==> src/rtl/asrl_pkg.sv <==
// Shared types, constants and helper functions of the address range lookup block.
package asrl_pkg;

    localparam int DEPTH_DEF = 64;
    localparam int ADDR_W    = 64;
    localparam int SIZE_W    = 64;
    localparam int KIND_W    = 3;
    localparam int CMD_W     = 3;
    localparam int RANK_W    = 3;
    localparam int MIDX_W    = 6;

    localparam logic [SIZE_W-1:0] SIZE_ONE = SIZE_W'(1);

    localparam logic [CMD_W-1:0] CMD_CLEAR   = 3'd0;
    localparam logic [CMD_W-1:0] CMD_INSERT  = 3'd1;
    localparam logic [CMD_W-1:0] CMD_EXACT   = 3'd2;
    localparam logic [CMD_W-1:0] CMD_CONTAIN = 3'd3;
    localparam logic [CMD_W-1:0] CMD_NEAREST = 3'd4;

    localparam logic [KIND_W-1:0] KIND_IMAGE  = 3'd0;
    localparam logic [KIND_W-1:0] KIND_DEBUG  = 3'd1;
    localparam logic [KIND_W-1:0] KIND_EXPORT = 3'd2;
    localparam logic [KIND_W-1:0] KIND_ENTRY  = 3'd3;
    localparam logic [KIND_W-1:0] KIND_IMPORT = 3'd4;

    localparam logic [RANK_W-1:0] RANK_BEST   = 3'd0;
    localparam logic [RANK_W-1:0] RANK_EXPORT = 3'd1;
    localparam logic [RANK_W-1:0] RANK_ENTRY  = 3'd2;
    localparam logic [RANK_W-1:0] RANK_IMPORT = 3'd3;
    localparam logic [RANK_W-1:0] RANK_OTHER  = 3'd4;

    typedef struct packed {
        logic             vld;
        logic [CMD_W-1:0] cmd;
        logic             have;
        logic             status;
        logic             ins_has;
    } ctl_t;

    typedef struct packed {
        logic [ADDR_W-1:0] addr;
        logic [ADDR_W-1:0] floor_addr;
        logic [ADDR_W:0]   ins_end;
        logic [ADDR_W-1:0] bstart;
        logic [SIZE_W-1:0] blen;
        logic [KIND_W-1:0] bkind;
    } tok_t;

    function automatic logic [RANK_W-1:0] kind_rank(input logic [KIND_W-1:0] kind);
        logic [RANK_W-1:0] r;
        case (kind)
            KIND_IMAGE:  r = RANK_BEST;
            KIND_DEBUG:  r = RANK_BEST;
            KIND_EXPORT: r = RANK_EXPORT;
            KIND_ENTRY:  r = RANK_ENTRY;
            KIND_IMPORT: r = RANK_IMPORT;
            default:     r = RANK_OTHER;
        endcase
        return r;
    endfunction

    function automatic logic [SIZE_W-1:0] norm_len(input logic [SIZE_W-1:0] len);
        return (len == '0) ? SIZE_ONE : len;
    endfunction

endpackage

==> src/rtl/asrl_cell.sv <==
// One table cell: holds one record and updates the passing item's running best.
module asrl_cell #(
    parameter int IDX_W      = 6,
    parameter int CNT_W      = 7,
    parameter int CELL_INDEX = 0
) (
    input  logic                clk,
    input  logic                rst_n,
    input  asrl_pkg::ctl_t      ctl_in,
    input  asrl_pkg::tok_t      tok_in,
    input  logic [IDX_W-1:0]    idx_in,
    input  logic [CNT_W-1:0]    cnt_in,
    output asrl_pkg::ctl_t      ctl_out,
    output asrl_pkg::tok_t      tok_out,
    output logic [IDX_W-1:0]    idx_out,
    output logic [CNT_W-1:0]    cnt_out
);
    import asrl_pkg::*;

    localparam logic [IDX_W-1:0] MY_IDX = IDX_W'(CELL_INDEX);
    localparam logic [CNT_W-1:0] MY_CNT = CNT_W'(CELL_INDEX);

    logic              ent_has_reg;
    logic [ADDR_W-1:0] ent_start_reg;
    logic [SIZE_W-1:0] ent_len_reg;
    logic [KIND_W-1:0] ent_kind_reg;
    logic [ADDR_W:0]   ent_end_reg;

    ctl_t              ctl_reg, ctl_next;
    tok_t              tok_reg, tok_next;
    logic [IDX_W-1:0]  idx_reg, idx_next;
    logic [CNT_W-1:0]  cnt_reg;

    logic              wr_en;
    logic              active;
    logic [RANK_W-1:0] ent_rank, best_rank;
    logic [SIZE_W-1:0] ent_nlen, best_nlen;
    logic              beats;
    logic              exact_hit, cover_hit, near_hit, near_better;
    logic              take;

    assign wr_en = ctl_in.vld && (ctl_in.cmd == CMD_INSERT) && !ctl_in.status
                   && (idx_in == MY_IDX);
    assign active = ctl_in.vld && (MY_CNT < cnt_in);

    assign ent_rank  = kind_rank(ent_kind_reg);
    assign best_rank = kind_rank(tok_in.bkind);
    assign ent_nlen  = norm_len(ent_len_reg);
    assign best_nlen = norm_len(tok_in.blen);
    assign beats = (ent_rank < best_rank) || ((ent_rank == best_rank) && (ent_nlen < best_nlen));

    assign exact_hit = ent_has_reg && (ent_start_reg == tok_in.addr);
    assign cover_hit = ent_has_reg &&
                       (ent_end_reg[ADDR_W] ? (tok_in.addr == ent_start_reg)
                                            : ((tok_in.addr >= ent_start_reg) &&
                                               ({1'b0, tok_in.addr} < ent_end_reg)));
    assign near_hit = ent_has_reg && (ent_start_reg <= tok_in.addr)
                      && (ent_start_reg >= tok_in.floor_addr);
    assign near_better = (ent_start_reg > tok_in.bstart)
                         || ((ent_start_reg == tok_in.bstart) && beats);

    always_comb
    begin
        case (ctl_in.cmd)
            CMD_EXACT:   take = exact_hit && !ctl_in.have;
            CMD_CONTAIN: take = cover_hit && (!ctl_in.have || beats);
            CMD_NEAREST: take = near_hit && (!ctl_in.have || near_better);
            default:     take = 1'b0;
        endcase
        take = take && active;

        ctl_next = ctl_in;
        tok_next = tok_in;
        idx_next = idx_in;
        if (take)
        begin
            ctl_next.have = 1'b1;
            idx_next      = MY_IDX;
            tok_next.bstart = ent_start_reg;
            tok_next.blen   = ent_len_reg;
            tok_next.bkind  = ent_kind_reg;
        end
    end

    always_ff @(posedge clk)
    begin
        if (wr_en)
        begin
            ent_has_reg   <= ctl_in.ins_has;
            ent_start_reg <= tok_in.bstart;
            ent_len_reg   <= tok_in.blen;
            ent_kind_reg  <= tok_in.bkind;
            ent_end_reg   <= tok_in.ins_end;
        end
    end

    always_ff @(posedge clk or negedge rst_n)
    begin
        if (!rst_n)
        begin
            ctl_reg <= '0;
        end
        else
        begin
            ctl_reg <= ctl_next;
        end
    end

    always_ff @(posedge clk)
    begin
        tok_reg <= tok_next;
        idx_reg <= idx_next;
        cnt_reg <= cnt_in;
    end

    assign ctl_out = ctl_reg;
    assign tok_out = tok_reg;
    assign idx_out = idx_reg;
    assign cnt_out = cnt_reg;
endmodule

==> config.mk <==
export PLATFORM = sky130hd
export DESIGN_NAME = asrl_cell
export DESIGN_NICKNAME = d
export VERILOG_FILES = /design/src/rtl/asrl_pkg.sv /design/src/rtl/asrl_cell.sv
export SDC_FILE = /design/constraint.sdc
export NUM_CORES = 1
export LEC_CHECK = 0
export ABC_AREA = 0
export BUFFER_PORTS_ARGS = -buffer_cell sky130_fd_sc_hd__buf_2
export CAP_MARGIN = 20
export CORE_MARGIN = 8
export CORE_UTILIZATION = 35
export DETAILED_ROUTE_END_ITERATION = 16
export GPL_ROUTABILITY_DRIVEN = 0
export PLACE_DENSITY_LB_ADDON = 0.25
export SETUP_SLACK_MARGIN = 0.02
export SYNTH_ARGS = -nofsm -noshare
export SYNTH_HDL_FRONTEND = slang
export SYNTH_SLANG_ARGS = --single-unit
==> constraint.sdc <==
create_clock -name clk -period 3.8 [get_ports clk]
set_clock_uncertainty 0.2 [all_clocks]
set_input_delay 0.19 -clock clk [delete_from_list [all_inputs] [get_ports clk]]
set_output_delay 0.19 -clock clk [all_outputs]
set_load 0.02 [all_outputs]
# Word level (Yosys, flattened, before mapping)
# Index checks and enable logic that the tools add are counted.
[totals] out_inout_bits=344 in_bits=346 ff_bits=541
[classes] reduce_logical=28 n_lt_le_gt_ge=8 muxes=8 eq_ne=16
[ops] op="== test 64 bit" n=3
[ops] op="2-to-1 mux 131 bit" n=1
[ops] op="greater-or-equal comparator 64 bit" n=2
[ops] op="zero test 64 bit" n=2
[ops] op="2-to-1 mux 64 bit" n=2
[ops] op="less-than comparator 64 x 65 -> 1 bit" n=1
[ops] op="greater-than comparator 64 bit" n=1
[ops] op="less-or-equal comparator 64 bit" n=1
[ops] op="less-than comparator 64 bit" n=1
[ops] op="one-hot mux 3 bit (4 select lines)" n=2
[ops] op="== test 3 x 2 -> 1 bit (second input constant)" n=6
[ops] op="logical AND 1 bit" n=15
[ops] op="== test 3 x 1 -> 1 bit (second input constant)" n=3
[ops] op="== test 3 bit (second input constant)" n=3
[ops] op="less-than comparator 1 x 7 -> 1 bit (first input constant)" n=1
[ops] op="zero test 3 bit" n=2
[ops] op="zero test 6 bit" n=1
[ops] op="logical OR 1 bit" n=4
[ops] op="OR reduction 2 bit" n=2
[ops] op="== test 3 bit" n=1
[ops] op="less-than comparator 3 bit" n=1
[ops] op="one-hot mux 1 bit (3 select lines)" n=1
[ops] op="zero test 1 bit" n=2
[ops] op="2-to-1 mux 1 bit" n=2

# Longest topological paths before layout
# Gate-level depths: netlist (run 1).
[logic_depth] depth_word=13 depth_mapped=13 ltp_nobuf=11

# Worst setup path after synthesis (run 1)
# No wires, ideal clock.
[synth_path] kind="input to register" startpoint="input idx_in[2]" endpoint="register ent_end_reg[0] (enable)" t_arrival_ns=19.211 path_stages=1 t_required_ns=2.341 setup_slack_ns=-16.870 cell_sequence="nor4_1"
[synth_between] elab_chain_cells=2
[synth_rtl] element="from (decl)" line_no="asrl_cell.sv:11" source="input logic [IDX_W-1:0] idx_in,"
[synth_rtl] element="zero test 6 bit" line_no="asrl_cell.sv:43" source="&& (idx_in == MY_IDX);"
[synth_rtl] element="logical AND 1 bit" line_no="asrl_cell.sv:43"
[synth_rtl] element="to (signal assigned)" line_no="asrl_cell.sv:93" source="ent_end_reg <= tok_in.ins_end;"
[synth_rtl] element="to (decl)" line_no="asrl_cell.sv:27" source="logic [ADDR_W:0] ent_end_reg;"
# No other way between the ends.
# A chain may end at the register's enable or synchronous reset.

==> run metrics, run 1 <==
syn nets about 2.6k; DR iter-0 viols 1109; vias in the first global route around 21k; Routed wire per std cell between 20 and 25 µm; status finished, violations left; Detail Route Antenna Nets 0; I/O pin count 690; initial antenna violation count 10; met1 GRT Util 0.2530; Remaining DRCs 0; number of max-cap violations 0; Synthesis Warnings 0; CP Data Required Time between 4 and 5 ns; sequential fraction of the synthesis area 0.5384; Final Hold Fails 0; register area 0.01284 mm²; Core Util, Final 0.5382; max FFs per register 324; EDFF count, synth 197; Final Setup Violations 37; DIE AREA 0.07673 mm²; Synth Flop Type dfxtp_1; Power Density 396.5 mW/mm²; Post-DP HPWL 67750 µm; min Tclk post-route about 3.8 ns; Leak 17.64 nW; H-tree depth 2; FMAX 260.3 MHz; first-pass GRT wire length 133200 µm; Area Overhead vs Synth 51.84%; hold path depth 2; cts bufs inserted 59; met3 Track Usage GR 0.04970; Post-Synthesis Cells around 2k; R2R Setup Slk -0.04 ns; crit path capture type register; Clock Path Buffers 3; period utilization 1.011; Die W 277.0 µm; R2R cell count 18; Core Rows 95; Max IR drop VDD a little over 0.0005 V; global-route layer with the greatest usage met2; worst min path class in -> reg; dpl ws -0.4797 ns; Worst Path Max Fanout 5; Final Slew Violations 0; chip height ~280 µm; RSZ-0062 raised after global routing true; worst-skew pair later-pin latency 0.63 ns; Post-layout nets approximately 3.9k; core box area 0.06728 mm²; largest net degree at the start of global routing 69; Distinct cells, synth 61; CTS sink cnt between 500 and 600; multi-input logic area 0.009839 mm²; root buf cell clkbuf_16; GRT Overall Usage 0.2244; Fillers 5533; crit path launch type register; syn_area_per_cell 12.05 µm²; grt total ovfl 0; Tightest Pin Transition 0.6620 ns; CTS tree yes; Vias around 20k; ys async rst share 0.01294; layout cell share with drive strength beyond 1 0.3469; setup TNS -0.5018 ns; Critical Path AT just over 4 ns; failing checks negative setup slack; IO Port Bufs 689; Vias/cell 4.846; met2 usage 0.4063; Post-Syn Area 0.02384 mm²; final WL 91180 µm; Setup WS post-layout -0.04215 ns; hold_ws 0.03398 ns; Clock transition at path regs 0.06 ns; initial core utilization 0.3544; flops & latches, synth 541; post-route insts no fill 4125; router iterations before antenna repair 5; CP Class reg -> reg; slew margin rel. 0.5547; cell count after placement 3531
-- power by group --
group | leakage (nW) | internal, mW | switching [mW] | total (mW)
sequential | 4.70 | 6.20 | 0.0714 | 6.27
clock | 1.08 | 3.73 | 2.56 | 6.28
combinational | 11.9 | 0.844 | 0.960 | 1.80
-- Yosys cell counts, types with 11 or more instances --
master      n  area, µm²
o21ai_0    58      290.3
mux2_4    100       1501
a21oi_1    83      415.4
clkbuf_1   63      236.5
a211oi_1   17      127.6
nand3_1    33      165.2
nand4_1    67      419.2
mux2_1     13      146.4
nand2_1    54      202.7
dfxtp_1   337       6746
nor4_1     41      256.5
ha_1      321       4016
edfxtp_1  197       5916
nor2_1     43      161.4
buf_12     11      220.2
mux2_2     18      202.7
nor3_1     26      130.1
inv_1     328       1231
a21o_1     39      292.8
-- worst max-delay path, stage by stage (launching register included) --
cell	delay, ns
edfxtp_1	0.40
buf_4	0.17
ha_1	0.32
nand3_2	0.13
nor4_4	0.32
buf_4	0.17
nand4_1	0.18
buf_4	0.22
nor2_2	0.13
nand2_1	0.08
a221oi_2	0.23
buf_4	0.15
a32oi_4	0.05
buf_12	0.15
buf_16	0.14
buf_4	0.13
buf_6	0.11
buf_4	0.13
mux2_4	0.28
-- layer usage --
| layer | wire, µm | vias up | share of wire |
|---|---|---|---|
| li1 | - | 9419 | - |
| met1 | 35390 | 9589 | 0.39 |
| met2 | 46140 | 797 | 0.51 |
| met3 | 5646 | 185 | 0.062 |
| met4 | 3992 | 0 | 0.044 |
| met5 | 0 | - | 0 |
-- cell type report --
class	count	share of cell area
clock buffer	78	0.04880
multi-input combinational	1032	0.2718
sequential	541	0.3546
inverter	328	0.03400
antenna	9	0.0006220
clock inverter	33	0.01120
tap	873	0.03017
timing repair buffer	1231	0.2489
-- logic make-up after synthesis --
family,share of synthesized area
flip-flops,0.5384
buffers and inverters,0.07252
adder cells (fa/ha/maj),0.1684
AND/OR/NAND/NOR,0.06911
AO/OA/AOI/OAI,0.07320
multiplexers,0.07761
XOR/XNOR,0.0007348
-- path summary, 6_finish.rpt --
path	start	end
max in group asynchronous	rst_n	ctl_out[3]
hold reg to reg	ent_start_reg[0]	tok_out[67]
hold / removal	cnt_in[0]	cnt_out[0]
setup / recovery	ent_start_reg[50]	tok_out[42]
setup reg to reg	ent_start_reg[50]	tok_out[42]
min in group asynchronous	rst_n	ctl_out[1]
-- what timing repair did --
item / in CTS / in global routing
pin swaps: 16 / 25
resized for setup: 52 / 65
setup buffers: 24 / 36
endpoints found under the setup margin: 138 / 138
endpoints found under the hold margin: 570 / 1
hold buffers: 402 / 1
cloned: 8 / 5
-- layout by cell type, fill, tap and decap left out, types with 7 or more instances in the layout --
master and instances:
diode_2 9, clkbuf_8 7, buf_2 689, mux2_2 9, nor4_1 33, nor3_1 19
nor2b_1 10, o211ai_1 10, o21ai_0 53, clkinv_2 8, dfrtp_1 7, nand2_1 52
ha_4 12, buf_16 12, o21a_1 10, dlygate4sd3_1 403, mux2_4 122, and2_1 8
edfxtp_1 197, dfxtp_1 337, a211oi_1 14, nand4_1 67, clkinv_4 7, a21oi_1 82
ha_1 309, nor2_1 39, inv_1 328, a21o_1 39, buf_12 11, nand3_1 30
nand2b_1 7, buf_4 104, clkbuf_16 70
-- metrics by stage --
stage	power [mW]	cell area [µm²]
after floorplan	7.065	23880
after global placement	7.760	28560
after detailed placement	7.784	28560
after CTS	14.41	35430
after global routing	14.85	36200
final	14.36	36210
Power figures use the tool's default switching activity.
==> run 2: changes to the inputs <==
--- a/config.mk
+++ b/config.mk
@@ -17,3 +17,4 @@
 export SYNTH_ARGS = -nofsm -noshare
 export SYNTH_HDL_FRONTEND = slang
 export SYNTH_SLANG_ARGS = --single-unit
+export TNS_END_PERCENT = 50
==> run 2 against run 1 <==
  * The run still ends with negative setup slack left
  * Core utilization shrank 0.26 points
  * Critical path depth shrank 4
  * Sequential power hardly changed
  * Clock-buffer cell count stayed put
  * Worst setup slack improved by 0.0050 ns
  * First-iteration DRC count rose by 4.7%
==> run metrics, run 2 (synthesized netlist as in run 1, its figures left out) <==
Routed wire per std cell 22.06 µm (-0.19%); largest net degree at the start of global routing 69 (unchanged); Max IR drop VDD 0.0005211 V (+0.81%); vias in the first global route 21.32k (-0.15%); CP Class reg -> reg; crit path launch type register; Tot Pwr 14.36 mW (about the same); cell count after placement 3531 (unchanged); Area Overhead vs Synth 51.12%; WP buf/inv 4 (-5); router iterations before antenna repair 5 (unchanged); Vias/cell 4.838 (-0.16%); Worst Path Max Fanout 18 (+13); Critical Path AT 4.15 ns (about the same); DR iter-0 viols 1161 (+4.7%); Slowest cell on crit path edfxtp_1; final WL 90650 µm (-0.57%); layout cell share with drive strength beyond 1 0.3413 (-0.005619); cells along the critical path ha_1 -> o21ai_0 -> o21bai_1 -> a2111o_1 -> a31oi_1 -> a211oi_1 -> o211ai_1 -> nand4_1 -> a32oi_4 -> buf_12 -> buf_16 -> buf_12 -> buf_16 -> mux2_4; Final Setup Violations 36 (-2.7%); Power Density 398.4 mW/mm² (+0.48%); initial antenna violation count 7 (-3); R2R cell count 14 (-4); slew margin rel. 0.6006 (+0.04591); worst min path class in -> reg; chip height 277.0 µm (unchanged); FMAX 260.6 MHz (+0.13%); Stages on worst setup path 14 (-4); H-tree depth 2 (unchanged); CP max stage delay 0.46 ns (+0.06 ns); max FFs per register 324 (unchanged); hold_ws 0.03137 ns (-0.002603 ns); Remaining DRCs 0 (unchanged); IO Port Bufs 689 (unchanged); Final Hold Fails 0 (unchanged); GRT Overall Usage 0.2240 (-0.0003946); crit path capture type register; post-route insts no fill 4109 (-0.39%); cts bufs inserted 59 (unchanged); Critical Path Sink tok_out[109]; Reg-to-Reg Start ent_start_reg[10]; reg-to-reg endpoint tok_out[109]; R2R Setup Slk -0.04 ns (about the same); Fillers 5557 (+0.43%); dpl ws -0.4797 ns (unchanged); min Tclk post-route 3.837 ns (-0.004997 ns); root buf cell clkbuf_16; CTS sink cnt 541 (unchanged); period utilization 1.010 (-0.001315); I/O pin count 690 (unchanged); Clock transition at path regs 0.07 ns (about the same); Vias 19.88k (-0.55%); Core Rows 95 (unchanged); Die W 277.0 µm (unchanged); Final Slew Violations 0 (unchanged); Post-DP HPWL 67750 µm (unchanged); core box area 0.06728 mm² (unchanged); RSZ-0062 raised after global routing true; initial core utilization 0.3544 (unchanged); Setup WS post-layout -0.03715 ns (+0.004997 ns); Detail Route Antenna Nets 0 (unchanged); CP delay by family, top compound AO/OA/AOI/OAI gates; first-pass GRT wire length 133000 µm (-0.11%); Leak 17.56 nW (-0.44%); Tightest Pin Transition 0.5938 ns (-0.06826 ns); CP Data Required Time 4.11 ns (about the same); Clock Path Buffers 3 (unchanged); most frequent cells in the layout buf_2, dlygate4sd3_1, dfxtp_1; most common cell after layout, fill and taps aside buf_2; Worst setup startpoint ent_start_reg[10]; number of max-cap violations 0 (unchanged); Post-layout nets 3846 (-0.36%); worst-skew pair later-pin latency 0.63 ns (about the same); CTS tree yes; grt total ovfl 0 (unchanged); status finished, violations left; DIE AREA 0.07673 mm² (unchanged); failing checks negative setup slack
[run 2: cell types whose count changed in the layout (fill, tap and decap cells not counted), sizes merged]
cell / previous run / this run
diode: 9 / 7
clkbuf: 82 / 81
buf: 824 / 811
[run 2: worst min-delay path by stage]
stage | from | slack [ns] | cells past startpoint | end
3_5_place_dp | rst_n | -0.13 | 1 | ctl_out[1]
6_report | tok_in[175] | 0.03 | 2 | tok_out[175]
3_3_place_gp | rst_n | -0.13 | 1 | ctl_out[1]
5_1_grt | tok_in[236] | 0.008 | 2 | tok_out[236]
2_1_floorplan | rst_n | -0.31 | 0 | ctl_out[0]
4_1_cts | tok_in[291] | 0.0004 | 2 | tok_out[291]
[run 2: layer usage]
layer | routed length, µm | vias up | track usage
li1 | - | 9377 | -
met1 | 35180 | 9560 | 0.2521
met2 | 45930 | 763 | 0.4072
met3 | 5695 | 181 | 0.05045
met4 | 3836 | 0 | 0.08856
met5 | 0 | - | 0
[run 2: what timing repair did]
| item | 4_1_cts | 5_1_grt |
|---|---|---|
| setup buffers | 23 | 25 |
| cloned | 7 | 3 |
| endpoints found under the hold margin | 570 | 1 |
| pin swaps | 16 | 22 |
| hold buffers | 402 | 1 |
| gates resized for setup | 52 | 56 |
| setup endpoints to repair | 138 | 138 |
[run 2: where the power goes]
group	switching, mW	internal, mW
clock network	2.56	3.73
registers	0.0715	6.20
logic	0.957	0.842
[run 2: worst reg2reg max path, stage by stage, from the launching register on]
cell      delay (ns)
edfxtp_1        0.46
ha_1            0.33
o21ai_0         0.23
o21bai_1        0.11
a2111o_1        0.41
a31oi_1         0.17
a211oi_1        0.12
o211ai_1        0.27
nand4_1         0.20
a32oi_4         0.30
buf_12          0.15
buf_16          0.14
buf_12          0.13
buf_16          0.18
mux2_4          0.33
[run 2: area by class of cell]
cell class / instances / area (µm²) / share of cell area
clock inverter: 33 / 405.4 / 0.01125
sequential: 541 / 12840 / 0.3563
clock buffer: 78 / 1767 / 0.04903
timing repair buffer: 1217 / 8875 / 0.2463
tap: 873 / 1092 / 0.03031
inverter: 328 / 1231 / 0.03417
multi-input combinational: 1032 / 9807 / 0.2722
antenna: 7 / 17.52 / 0.0004861
[run 2: per-stage QoR]
stage | util | setup TNS [ns] | area (µm²)
floorplan | - | -715.71 | 23880
global placement | 0.4245 | -53.24 | 28560
detailed placement | 0.4245 | -54.14 | 28560
CTS | 0.5264 | -5.671 | 35420
global route | 0.5354 | -20.90 | 36020
finish | 0.5356 | -0.5710 | 36030
